`src/design/one_wire_bus_master_unit_assert.svh`:
```
// Assertion macros for the one-wire bus master unit.
`ifndef ONE_WIRE_BUS_MASTER_UNIT_ASSERT_SVH
`define ONE_WIRE_BUS_MASTER_UNIT_ASSERT_SVH

`ifndef ASSERT_OFF
// Checked only while out of reset.
`define OWBM_ASSERT(label, prop) \
    label: assert property (@(posedge aclk) disable iff (!aresetn) prop) \
        else $error("one-wire master assertion failed");
// Checked at every edge, reset included.
`define OWBM_ASSERT_ALWAYS(label, prop) \
    label: assert property (@(posedge aclk) prop) \
        else $error("one-wire master assertion failed");
`else
`define OWBM_ASSERT(label, prop)
`define OWBM_ASSERT_ALWAYS(label, prop)
`endif

`endif

```
`src/design/owbm_pkg.sv`:
```
// Shared types and constants of the one-wire bus master unit.
package owbm_pkg;

    // Default width of the microsecond counter
    localparam int COUNTER_BITS_DEF = 10;

    // Operation codes
    localparam logic [1:0] OP_TICK  = 2'd0;
    localparam logic [1:0] OP_RESET = 2'd1;
    localparam logic [1:0] OP_WRITE = 2'd2;
    localparam logic [1:0] OP_READ  = 2'd3;

    // Configuration register indexes
    localparam logic [2:0] CFG_RESET_LOW     = 3'd0;
    localparam logic [2:0] CFG_PRESENCE_WAIT = 3'd1;
    localparam logic [2:0] CFG_RESET_TAIL    = 3'd2;
    localparam logic [2:0] CFG_WRITE_ONE_LOW = 3'd3;
    localparam logic [2:0] CFG_SLOT          = 3'd4;
    localparam logic [2:0] CFG_READ_LOW      = 3'd5;
    localparam logic [2:0] CFG_RECOVERY      = 3'd6;

    // Configuration register defaults
    localparam logic [9:0] RESET_LOW_DEF     = 10'd480;
    localparam logic [9:0] PRESENCE_WAIT_DEF = 10'd80;
    localparam logic [9:0] RESET_TAIL_DEF    = 10'd400;
    localparam logic [3:0] WRITE_ONE_LOW_DEF = 4'd1;
    localparam logic [9:0] SLOT_DEF          = 10'd60;
    localparam logic [3:0] READ_LOW_DEF      = 4'd2;
    localparam logic [5:0] RECOVERY_DEF      = 6'd1;

    // Bus sequencer phases
    typedef enum logic [6:0] {
        PH_IDLE     = 7'b0000001,
        PH_RST_LOW  = 7'b0000010,
        PH_RST_WAIT = 7'b0000100,
        PH_RST_TAIL = 7'b0001000,
        PH_BIT_LOW  = 7'b0010000,
        PH_BIT_REL  = 7'b0100000,
        PH_RECOV    = 7'b1000000
    } phase_t;

endpackage

```
`src/design/one_wire_bus_master_unit.sv`:
```
// One-wire bus master: one microsecond tick per item, one result item per tick.
// Latency: the result item of an input item is valid in the cycle after it is accepted.
// Throughput: one item per cycle while m_ready is high; the phase/counter update is a single registered pass.
// A waiting result holds off the input; with m_ready high the next item is taken as it leaves.
// Reset (aresetn low, synchronous) returns the sequencer to idle, clears the counter,
// presence flag and read byte, and loads the configuration registers with their defaults.
`include "one_wire_bus_master_unit_assert.svh"

module one_wire_bus_master_unit #(
    parameter int COUNTER_BITS = owbm_pkg::COUNTER_BITS_DEF
) (
    input  logic       aclk,
    input  logic       aresetn,
    // configuration write port
    input  logic       cfg_we,
    input  logic [2:0] cfg_index,
    input  logic [9:0] cfg_wdata,
    // tick input
    input  logic       s_valid,
    output logic       s_ready,
    input  logic [1:0] s_operation,
    input  logic [7:0] s_tx_byte,
    input  logic       s_line_level,
    // result output
    output logic       m_valid,
    input  logic       m_ready,
    output logic       m_pull_low,
    output logic       m_busy_res,
    output logic       m_done_res,
    output logic       m_device_present,
    output logic [7:0] m_rx_byte
);
    import owbm_pkg::*;

    // Compare width covers both the counter and the widest length register
    localparam int CMP_W = (COUNTER_BITS > 10) ? COUNTER_BITS : 10;
    localparam logic [CMP_W-1:0] CNT_MAX = CMP_W'((64'd1 << COUNTER_BITS) - 64'd1);

    // Lengths above the counter range clamp to its maximum
    function automatic logic [CMP_W-1:0] lim_len(input logic [CMP_W-1:0] len);
        return (len > CNT_MAX) ? CNT_MAX : len;
    endfunction

    // Configuration registers
    logic [9:0] reset_low_reg, presence_wait_reg, reset_tail_reg, slot_reg;
    logic [3:0] write_one_low_reg, read_low_reg;
    logic [5:0] recovery_reg;

    // Sequencer state
    phase_t                  phase_reg, phase_next;
    logic [COUNTER_BITS-1:0] us_counter_reg, us_counter_next;
    logic [2:0]              bit_index_reg, bit_index_next;
    logic [7:0]              shift_byte_reg, shift_byte_next;
    logic [1:0]              op_kind_reg, op_kind_next;
    logic                    presence_reg, presence_next;
    logic [7:0]              rx_hold_reg, rx_hold_next;

    // Output register
    logic       m_valid_reg, m_valid_next;
    logic       pull_low_reg, busy_reg, done_reg;
    logic       pull_low_next, done_next;

    logic in_accept;

    // State after a possible command start on this tick
    logic                    start;
    phase_t                  ph_s;
    logic [COUNTER_BITS-1:0] cnt_s, cnt_inc;
    logic [2:0]              bidx_s;
    logic [7:0]              shf_s;
    logic [1:0]              opk_s;
    logic [CMP_W-1:0]        inc_ext, bit_len;
    logic                    zero_bit;

    assign s_ready   = !m_valid_reg || m_ready;
    assign in_accept = s_valid && s_ready;

    // Command start: only taken while idle
    assign start   = (phase_reg == PH_IDLE) && (s_operation != OP_TICK);
    assign ph_s    = start ? ((s_operation == OP_RESET) ? PH_RST_LOW : PH_BIT_LOW) : phase_reg;
    assign cnt_s   = start ? '0 : us_counter_reg;
    assign bidx_s  = start ? 3'd0 : bit_index_reg;
    assign opk_s   = start ? s_operation : op_kind_reg;
    assign shf_s   = start ? ((s_operation == OP_WRITE) ? s_tx_byte : 8'd0) : shift_byte_reg;

    assign cnt_inc = cnt_s + COUNTER_BITS'(1);
    assign inc_ext = CMP_W'(cnt_inc);

    // Low time of the current bit slot
    assign zero_bit = (opk_s == OP_WRITE) && !shf_s[0];
    always_comb begin
        if (opk_s == OP_READ) begin
            bit_len = CMP_W'(read_low_reg);
        end else if (zero_bit) begin
            bit_len = CMP_W'(slot_reg);
        end else begin
            bit_len = CMP_W'(write_one_low_reg);
        end
    end

    // Phase sequencer: one microsecond per accepted item
    always_comb begin
        logic finish_op;
        logic end_bit;
        phase_next      = ph_s;
        us_counter_next = cnt_s;
        bit_index_next  = bidx_s;
        shift_byte_next = shf_s;
        op_kind_next    = opk_s;
        presence_next   = presence_reg;
        rx_hold_next    = rx_hold_reg;
        pull_low_next   = 1'b0;
        finish_op       = 1'b0;
        end_bit         = 1'b0;

        unique case (ph_s)
            PH_RST_LOW: begin
                pull_low_next   = 1'b1;
                us_counter_next = cnt_inc;
                if (inc_ext >= lim_len(CMP_W'(reset_low_reg))) begin
                    phase_next      = PH_RST_WAIT;
                    us_counter_next = '0;
                end
            end
            PH_RST_WAIT: begin
                if (CMP_W'(cnt_s) >= lim_len(CMP_W'(presence_wait_reg))) begin
                    presence_next   = !s_line_level;
                    phase_next      = PH_RST_TAIL;
                    us_counter_next = '0;
                    finish_op       = (reset_tail_reg == 10'd0);
                end else begin
                    us_counter_next = cnt_inc;
                end
            end
            PH_RST_TAIL: begin
                us_counter_next = cnt_inc;
                finish_op       = (inc_ext >= lim_len(CMP_W'(reset_tail_reg)));
            end
            PH_BIT_LOW: begin
                pull_low_next   = 1'b1;
                us_counter_next = cnt_inc;
                if (inc_ext >= lim_len(bit_len)) begin
                    us_counter_next = '0;
                    if (!zero_bit) begin
                        phase_next = PH_BIT_REL;
                    end else if (recovery_reg == 6'd0) begin
                        end_bit = 1'b1;
                    end else begin
                        phase_next = PH_RECOV;
                    end
                end
            end
            PH_BIT_REL: begin
                // read sample on the first released tick
                if (opk_s == OP_READ && cnt_s == '0) begin
                    shift_byte_next = {s_line_level, shf_s[7:1]};
                end
                us_counter_next = cnt_inc;
                end_bit         = (inc_ext >= lim_len(CMP_W'(slot_reg)));
            end
            PH_RECOV: begin
                us_counter_next = cnt_inc;
                end_bit         = (inc_ext >= lim_len(CMP_W'(recovery_reg)));
            end
            default: begin
                phase_next      = PH_IDLE;
                us_counter_next = '0;
            end
        endcase

        // Bit end: next bit or finish the byte
        if (end_bit) begin
            if (opk_s == OP_WRITE) begin
                shift_byte_next = {1'b0, shift_byte_next[7:1]};
            end
            if (bidx_s == 3'd7) begin
                finish_op = 1'b1;
            end else begin
                bit_index_next  = bidx_s + 3'd1;
                phase_next      = PH_BIT_LOW;
                us_counter_next = '0;
            end
        end

        if (finish_op) begin
            if (opk_s == OP_READ) begin
                rx_hold_next = shift_byte_next;
            end
            phase_next      = PH_IDLE;
            us_counter_next = '0;
        end
        done_next = finish_op;
    end

    assign m_valid_next = in_accept ? 1'b1 : (m_ready ? 1'b0 : m_valid_reg);

    // Configuration registers
    always_ff @(posedge aclk) begin
        if (!aresetn) begin
            reset_low_reg     <= RESET_LOW_DEF;
            presence_wait_reg <= PRESENCE_WAIT_DEF;
            reset_tail_reg    <= RESET_TAIL_DEF;
            write_one_low_reg <= WRITE_ONE_LOW_DEF;
            slot_reg          <= SLOT_DEF;
            read_low_reg      <= READ_LOW_DEF;
            recovery_reg      <= RECOVERY_DEF;
        end else if (cfg_we) begin
            unique case (cfg_index)
                CFG_RESET_LOW:     reset_low_reg     <= cfg_wdata;
                CFG_PRESENCE_WAIT: presence_wait_reg <= cfg_wdata;
                CFG_RESET_TAIL:    reset_tail_reg    <= cfg_wdata;
                CFG_WRITE_ONE_LOW: write_one_low_reg <= cfg_wdata[3:0];
                CFG_SLOT:          slot_reg          <= cfg_wdata;
                CFG_READ_LOW:      read_low_reg      <= cfg_wdata[3:0];
                CFG_RECOVERY:      recovery_reg      <= cfg_wdata[5:0];
                default: begin
                end
            endcase
        end
    end

    // Sequencer state and output valid
    always_ff @(posedge aclk) begin
        if (!aresetn) begin
            phase_reg      <= PH_IDLE;
            us_counter_reg <= '0;
            bit_index_reg  <= 3'd0;
            shift_byte_reg <= 8'd0;
            op_kind_reg    <= OP_TICK;
            presence_reg   <= 1'b0;
            rx_hold_reg    <= 8'd0;
            m_valid_reg    <= 1'b0;
        end else begin
            m_valid_reg <= m_valid_next;
            if (in_accept) begin
                phase_reg      <= phase_next;
                us_counter_reg <= us_counter_next;
                bit_index_reg  <= bit_index_next;
                shift_byte_reg <= shift_byte_next;
                op_kind_reg    <= op_kind_next;
                presence_reg   <= presence_next;
                rx_hold_reg    <= rx_hold_next;
            end
        end
    end

    // Result payload
    always_ff @(posedge aclk) begin
        if (in_accept) begin
            pull_low_reg <= pull_low_next;
            busy_reg     <= (phase_next != PH_IDLE);
            done_reg     <= done_next;
        end
    end

    assign m_valid          = m_valid_reg;
    assign m_pull_low       = pull_low_reg;
    assign m_busy_res       = busy_reg;
    assign m_done_res       = done_reg;
    assign m_device_present = presence_reg;
    assign m_rx_byte        = rx_hold_reg;

    // Checks
    `OWBM_ASSERT_ALWAYS(a_reset_clears_valid, !aresetn |=> !m_valid_reg)
    `OWBM_ASSERT(a_accept_gives_result, in_accept |=> m_valid_reg)
    `OWBM_ASSERT(a_done_not_busy, (m_valid_reg && done_reg) |-> !busy_reg)
    `OWBM_ASSERT(a_drive_while_active, (m_valid_reg && pull_low_reg) |-> (busy_reg || done_reg))
    `OWBM_ASSERT(a_idle_counter_clear, (phase_reg == PH_IDLE) |-> (us_counter_reg == '0))

endmodule

```
`config.mk`:
```
export PLATFORM = sky130hd
export DESIGN_NAME = one_wire_bus_master_unit
export DESIGN_NICKNAME = d
export VERILOG_FILES = /design/src/design/owbm_pkg.sv /design/src/design/one_wire_bus_master_unit.sv
export VERILOG_INCLUDE_DIRS = /design/src /design/src/design
export SDC_FILE = /design/constraint.sdc
export NUM_CORES = 1
export LEC_CHECK = 0
export ABC_AREA = 1
export BUFFER_PORTS_ARGS = -buffer_cell sky130_fd_sc_hd__buf_4
export CAP_MARGIN = 40
export CORE_UTILIZATION = 50
export CTS_CLUSTER_SIZE = 10
export DETAILED_ROUTE_END_ITERATION = 10
export PLACE_DENSITY = 0.69
export SLEW_MARGIN = 40
export SYNTH_ARGS = -nofsm -noshare
export SYNTH_HDL_FRONTEND = slang
export SYNTH_SLANG_ARGS = --single-unit
```
`constraint.sdc`:
```
create_clock -name aclk -period 7 [get_ports aclk]
set_clock_uncertainty 0.2 [all_clocks]
set_input_delay 1.4 -clock aclk [delete_from_list [all_inputs] [get_ports aclk]]
set_output_delay 1.4 -clock aclk [all_outputs]
set_load 0.02 [all_outputs]
```
======== After elaboration in Yosys (flattened, before gate mapping) ========
Cells that the tools add are included.
word-level totals
  register bits after elaboration ......... 97
  output and inout bits ................... 14
cells by class
  $add $sub $neg .......................... 2
  $lt $le $gt $ge ......................... 11
  equality and inequality tests ........... 19
  muxes and demuxes ....................... 47
  reductions and logical operators ........ 25
operators with widths
  operator                                                number
  2-to-1 mux 10 bit                                       14
  2-to-1 mux 7 bit                                        9
  greater-or-equal comparator 10 bit                      5
  > comparator 10 bit (second input constant)             5
  2-to-1 mux 8 bit                                        6
  case mux 10 bit (4 select lines)                        1
  case mux 7 bit (4 select lines)                         1
  zero test 10 bit                                        2
  AND reduction 2 bit                                     7
  == test 3 bit (second input constant)                   4
  adder 10 x 1 -> 10 bit (second input constant)          1
  greater-or-equal comparator 10 x 6 -> 1 bit             1
  2-to-1 mux 1 bit                                        9
  2-to-1 mux 3 bit                                        3
  == test 7 x 1 -> 1 bit (second input constant)          1
  == test 7 x 2 -> 1 bit (second input constant)          1
  == test 7 x 3 -> 1 bit (second input constant)          1
  == test 7 x 4 -> 1 bit (second input constant)          1
  == test 7 x 5 -> 1 bit (second input constant)          1
  == test 7 x 6 -> 1 bit (second input constant)          1
  == test 7 bit (second input constant)                   1
  inequality test 7 x 1 -> 1 bit (second input constant)  1
  == test 2 bit (second input constant)                   3
  == test 3 x 2 -> 1 bit (second input constant)          2
  other kinds (16)                                        23

======== Longest topological paths before layout ========
  word-level depth ........................ 16
  gate-level depth with buffers ........... 29
  gate-level depth less buffers ........... 28

======== Worst setup path before layout ========
OpenSTA, ideal clock, no wires.
  path type ............................... input to register
  start ................................... input port s_operation[1]
  end ..................................... register rx_hold_reg[0] (netlist: m_rx_byte[0])
  setup time .............................. 0.114 ns
  data arrival time ....................... 4.546 ns
  path slack .............................. 2.140 ns
  stages on the path ...................... 24
  cell sequence ........................... nor2_1 -> nor2_1 -> nand2_4 -> buf_8 -> buf_6 -> nand2_1 -> inv_1 -> ha_1 -> nand4_2 -> xnor2_1 -> ha_1 -> nand2_1 -> nor2_1 -> o211ai_1 -> nand3_1 -> nor2_1 -> inv_1 -> a21oi_4 -> nand2_4 -> nand2_4 -> nand3_4 -> buf_6 -> o21bai_1 -> nor2_1
on the way
  word-level cells in the longest chain between the ends .. 14
  elaborated cells between the ends (all ways) .. 45
RTL lines
  item                                                   line                                                             text
  start, declared                                        one_wire_bus_master_unit.sv:21                                   input logic [1:0] s_operation,
  nonzero test 2 bit or == test 2 bit (tied branches)    one_wire_bus_master_unit.sv:79, one_wire_bus_master_unit.sv:84
  logical AND 1 bit or 2-to-1 mux 8 bit (tied branches)  one_wire_bus_master_unit.sv:79, one_wire_bus_master_unit.sv:84
  2-to-1 mux 2 bit or 2-to-1 mux 8 bit (tied branches)   one_wire_bus_master_unit.sv:83, one_wire_bus_master_unit.sv:84
  == test 2 bit or zero test 1 bit (tied branches)       one_wire_bus_master_unit.sv:90, one_wire_bus_master_unit.sv:173
  logical AND 1 bit                                      one_wire_bus_master_unit.sv:90                                   assign zero_bit = (opk_s == OP_WRITE) && !shf_s[0];
  2-to-1 mux 10 bit                                      one_wire_bus_master_unit.sv:94                                   end else if (zero_bit) begin
  2-to-1 mux 10 bit                                      one_wire_bus_master_unit.sv:92                                   if (opk_s == OP_READ) begin
  > comparator 10 bit                                    one_wire_bus_master_unit.sv:41                                   return (len > CNT_MAX) ? CNT_MAX : len;
  2-to-1 mux 10 bit                                      one_wire_bus_master_unit.sv:41
  greater-or-equal comparator 10 bit                     one_wire_bus_master_unit.sv:142                                  if (inc_ext >= lim_len(bit_len)) begin
  2-to-1 mux 1 bit                                       one_wire_bus_master_unit.sv:142
  case mux 1 bit (3 select lines)                        one_wire_bus_master_unit.sv:116                                  unique case (ph_s)
  2-to-1 mux 1 bit                                       one_wire_bus_master_unit.sv:172                                  if (end_bit) begin
  AND reduction 3 bit (no source line)                   n/a
  end signal, assigned                                   one_wire_bus_master_unit.sv:242                                  rx_hold_reg <= rx_hold_next;
  end, declared                                          one_wire_bus_master_unit.sv:56                                   logic [7:0] rx_hold_reg, rx_hold_next;
Parallel ways exist; a longest one is shown, timed or not.
A chain may end at the register's enable or synchronous reset.

======== Worst setup path in the final report ========
  start ................................... input port s_operation[1]
  end ..................................... register phase_reg[4]
on the way
  word-level cells in the longest chain between the ends .. 15
  elaborated cells between the ends (all ways) .. 50
RTL lines
  item                                                   line                                                            text
  nonzero test 2 bit or == test 2 bit (tied branches)    one_wire_bus_master_unit.sv:79, one_wire_bus_master_unit.sv:84
  logical AND 1 bit or 2-to-1 mux 8 bit (tied branches)  one_wire_bus_master_unit.sv:79, one_wire_bus_master_unit.sv:84
  2-to-1 mux 2 bit or 2-to-1 mux 8 bit (tied branches)   one_wire_bus_master_unit.sv:83, one_wire_bus_master_unit.sv:84
  == test 2 bit or zero test 1 bit (tied branches)       one_wire_bus_master_unit.sv:90
  logical AND 1 bit                                      one_wire_bus_master_unit.sv:90
  2-to-1 mux 10 bit                                      one_wire_bus_master_unit.sv:94
  2-to-1 mux 10 bit                                      one_wire_bus_master_unit.sv:92
  > comparator 10 bit                                    one_wire_bus_master_unit.sv:41
  2-to-1 mux 10 bit                                      one_wire_bus_master_unit.sv:41
  greater-or-equal comparator 10 bit                     one_wire_bus_master_unit.sv:142
  2-to-1 mux 7 bit                                       one_wire_bus_master_unit.sv:142
  case mux 7 bit (4 select lines)                        one_wire_bus_master_unit.sv:116
  2-to-1 mux 7 bit                                       one_wire_bus_master_unit.sv:176                                 if (bidx_s == 3'd7) begin
  2-to-1 mux 7 bit                                       one_wire_bus_master_unit.sv:172
  2-to-1 mux 7 bit *                                     one_wire_bus_master_unit.sv:185                                 if (finish_op) begin
  end signal, assigned                                   one_wire_bus_master_unit.sv:236                                 phase_reg <= phase_next;
  end, declared                                          one_wire_bus_master_unit.sv:50                                  phase_t phase_reg, phase_next;
Mark *: on every way between the ends. The rest lies on a longest branch, timed or not.

==> results.json <==
{
  "status": "finished, final reports clean",
  "fp-row-count": 40,
  "syn_area_per_cell_um2": 6.809,
  "cts_buffer_depth": 2,
  "grt_first_pass_wirelength_um": 27030,
  "peakVddDrop_uv": 101.3,
  "clk-insertion-delay-late_ps": 350,
  "synth_largest_area_cell": "dfxtp_1",
  "synth_area_mm2": 0.006394,
  "start_util": 0.5214,
  "endpoint_kind": "flip-flop",
  "netlist_top_cells_count": "nand2_1, inv_1, nor2_1",
  "worst_hold_path.num_cells": 2,
  "insertedDiodeCount": 0,
  "swShare": 0.2860,
  "grt.total_usage": 0.2680,
  "die_area_mm2": 0.01324,
  "fin_ws_ps": 1571,
  "path_common_cell": "inv_1",
  "intPower_uw": 989.5,
  "crit_type": "in -> reg",
  "synthesis.nets": 1027,
  "critPathLaunch": "s_operation[1]",
  "fin_crit_sh": 0.7756,
  "io_buffers": 42,
  "pwr-share-seq": 0.421,
  "cts_root_buffer": "clkbuf_16",
  "clk_pin_slew_ps": 70,
  "pwr-share-comb": 0.184,
  "cpPeakStageDelay_ps": 320,
  "dp_hpwl_um": 12500,
  "r2r_start": "phase_reg[6]$_SDFFE_PN0P_",
  "gp_congestion": 0.8832,
  "synth_cell_types": 41,
  "slew_headroom": 0.4273,
  "drt-wirelength-per-cell_um": 14.74,
  "area_delta_synth_final_pct": 11.33,
  "first_global_vias": 5429,
  "tightestPinTransition_ps": 855.9,
  "vias_per_cell": 5.311,
  "hp-class": "reg -> reg",
  "drt_iter0_markers": 357,
  "start_kind": "primary input",
  "cpMaxStageDelayCell": "ha_1",
  "totalWireLength_um": 16770,
  "rsz0062_at_grt": "false",
  "fin_util": 0.5805,
  "switchingPower_uw": 396.4,
  "post_cts_buffers": 0,
  "synth_area_leaders": "dfxtp_1, ha_1, nand2_1",
  "syn-instance-count": 939,
  "first_pass_iters": 7,
  "die_width_um": 115.1,
  "whs_ps": 257.6,
  "cts_made_buffers": 9,
  "rr_worst_depth": 26,
  "fin_setup_tns_ps": 0,
  "worstHoldStart": "presence_wait_reg[5]$_SDFFE_PN0P_",
  "fp.coreArea_mm2": 0.01226,
  "max_freq_ghz": 0.1842,
  "finalHoldViolCount": 0,
  "ant_nets": 0,
  "grt_max_degree": 62,
  "arrival_ps": 5460,
  "ys_ff_latch": 97,
  "drc_errors": 0,
  "ys.flop_type": "dfxtp_1",
  "die_h_um": 115.1,
  "ys_async_sr_fraction": 0,
  "crit_fanout": 26,
  "yosysWarnings": 0,
  "grt_overflow": 0,
  "dr_total_vias": 6044,
  "cts_sinks": 97,
  "finalSetupViolCount": 0,
  "antenna_found_initial": 0,
  "cts_tree": "done",
  "total_leakage_power_uw": 0.003454,
  "htree_num_levels": 3,
  "synth_edf_count": 3,
  "io_pins": 43,
  "drive_above_1_share": 0.09381,
  "cts-resized-gates": 0,
  "cts_hold_buf": 0,
  "regToRegSetupSlack_ps": 2250,
  "netlist.area_leader.share": 0.2943,
  "ys_seq_area_frac": 0.3084,
  "dp_slack_ps": 1251,
  "nNetsFinal": 1053,
  "yosysMostFrequentCell": "nand2_1",
  "maxCapViolations": 0,
  "power_density_mw_per_mm2": 194.7,
  "fin_crit_ps": 5429,
  "maxSlewViolCount": 0,
  "required_ps": 7030,
  "clockPowerShare": 0.395
}
-- layer usage --
layer  GRT usage  part of all wire
met1      0.3639              0.47
met2      0.4245              0.45
met3     0.03479             0.049
met4      0.1221             0.031
met5           0                 0
-- placed cells by master (no fill, tap or decap), drive strengths merged, types with 3 or more instances in the layout --
master,netlist,layout
clkbuf,23,14
nand2,197,197
buf,8,46
o21bai,7,7
edfxtp,3,3
nor4,5,5
nand3b,9,9
inv,146,146
a21oi,79,79
ha,59,59
nand3,59,59
nor2,103,103
o211ai,22,22
nor3,6,6
dfxtp,94,94
o21ai,80,80
nand4,24,24
o21a,3,3
-- worst paths after layout --
| kind | end |
|---|---|
| setup reg to reg | phase_reg[4]$_SDFFE_PN0P_ |
| hold reg to reg | presence_wait_reg[5]$_SDFFE_PN0P_ |
| hold / removal | presence_wait_reg[5]$_SDFFE_PN0P_ |
| setup / recovery | phase_reg[4]$_SDFFE_PN0P_ |
-- cell families (layout without fill, tap and decap cells) --
| logic type | count (synthesis) | in the layout | synth area share |
|---|---|---|---|
| AO/OA/AOI/OAI | 198 | 198 | 0.1720 |
| XOR/XNOR | 3 | 3 | 0.004110 |
| adder cells (fa/ha/maj) | 59 | 59 | 0.1155 |
| buffers and inverters | 178 | 209 | 0.1110 |
| flip-flops | 97 | 97 | 0.3084 |
| AND/OR/NAND/NOR | 404 | 404 | 0.2890 |
-- power groups by stage --
stage / logic (uW) / clock network (uW) / registers [uW]
after floorplan: 187 / 0 / 597
after global placement: 251 / 0 / 596
after detailed placement: 253 / 0 / 597
after CTS: 254 / 555 / 584
after global routing: 290 / 577 / 586
final: 255 / 547 / 584
-- per-stage QoR --
stage / power, uW / std cells / area (um^2)
final: 1386 / 1138 / 7118
after CTS: 1393 / 1138 / 7118
after global routing: 1453 / 1138 / 7118
after global placement: 847.2 / 1122 / 6794
after detailed placement: 849.5 / 1122 / 6794
after floorplan: 784.5 / 939 / 6394
-- area by class of cell --
cell class / instances / area [um^2]
fillers: 1225 / 5144
multi-input cells: 664 / 3712
flip-flops and latches: 97 / 1972
inverters: 147 / 554.3
repair buffers: 46 / 345.3
clock buffers: 14 / 264.0
well taps: 168 / 210.2
clock inverters: 2 / 60.06
-- critical path: cells and delay by family --
| family | cells | cell delay (ps) |
|---|---|---|
| and+or+nand+nor | 12 | 1660 |
| adders and majority gates | 1 | 320 |
| AOI/OAI and AO/OA | 7 | 990 |
| buffers and inverters | 6 | 1070 |
No activity file was read; power rests on OpenSTA's default activity.
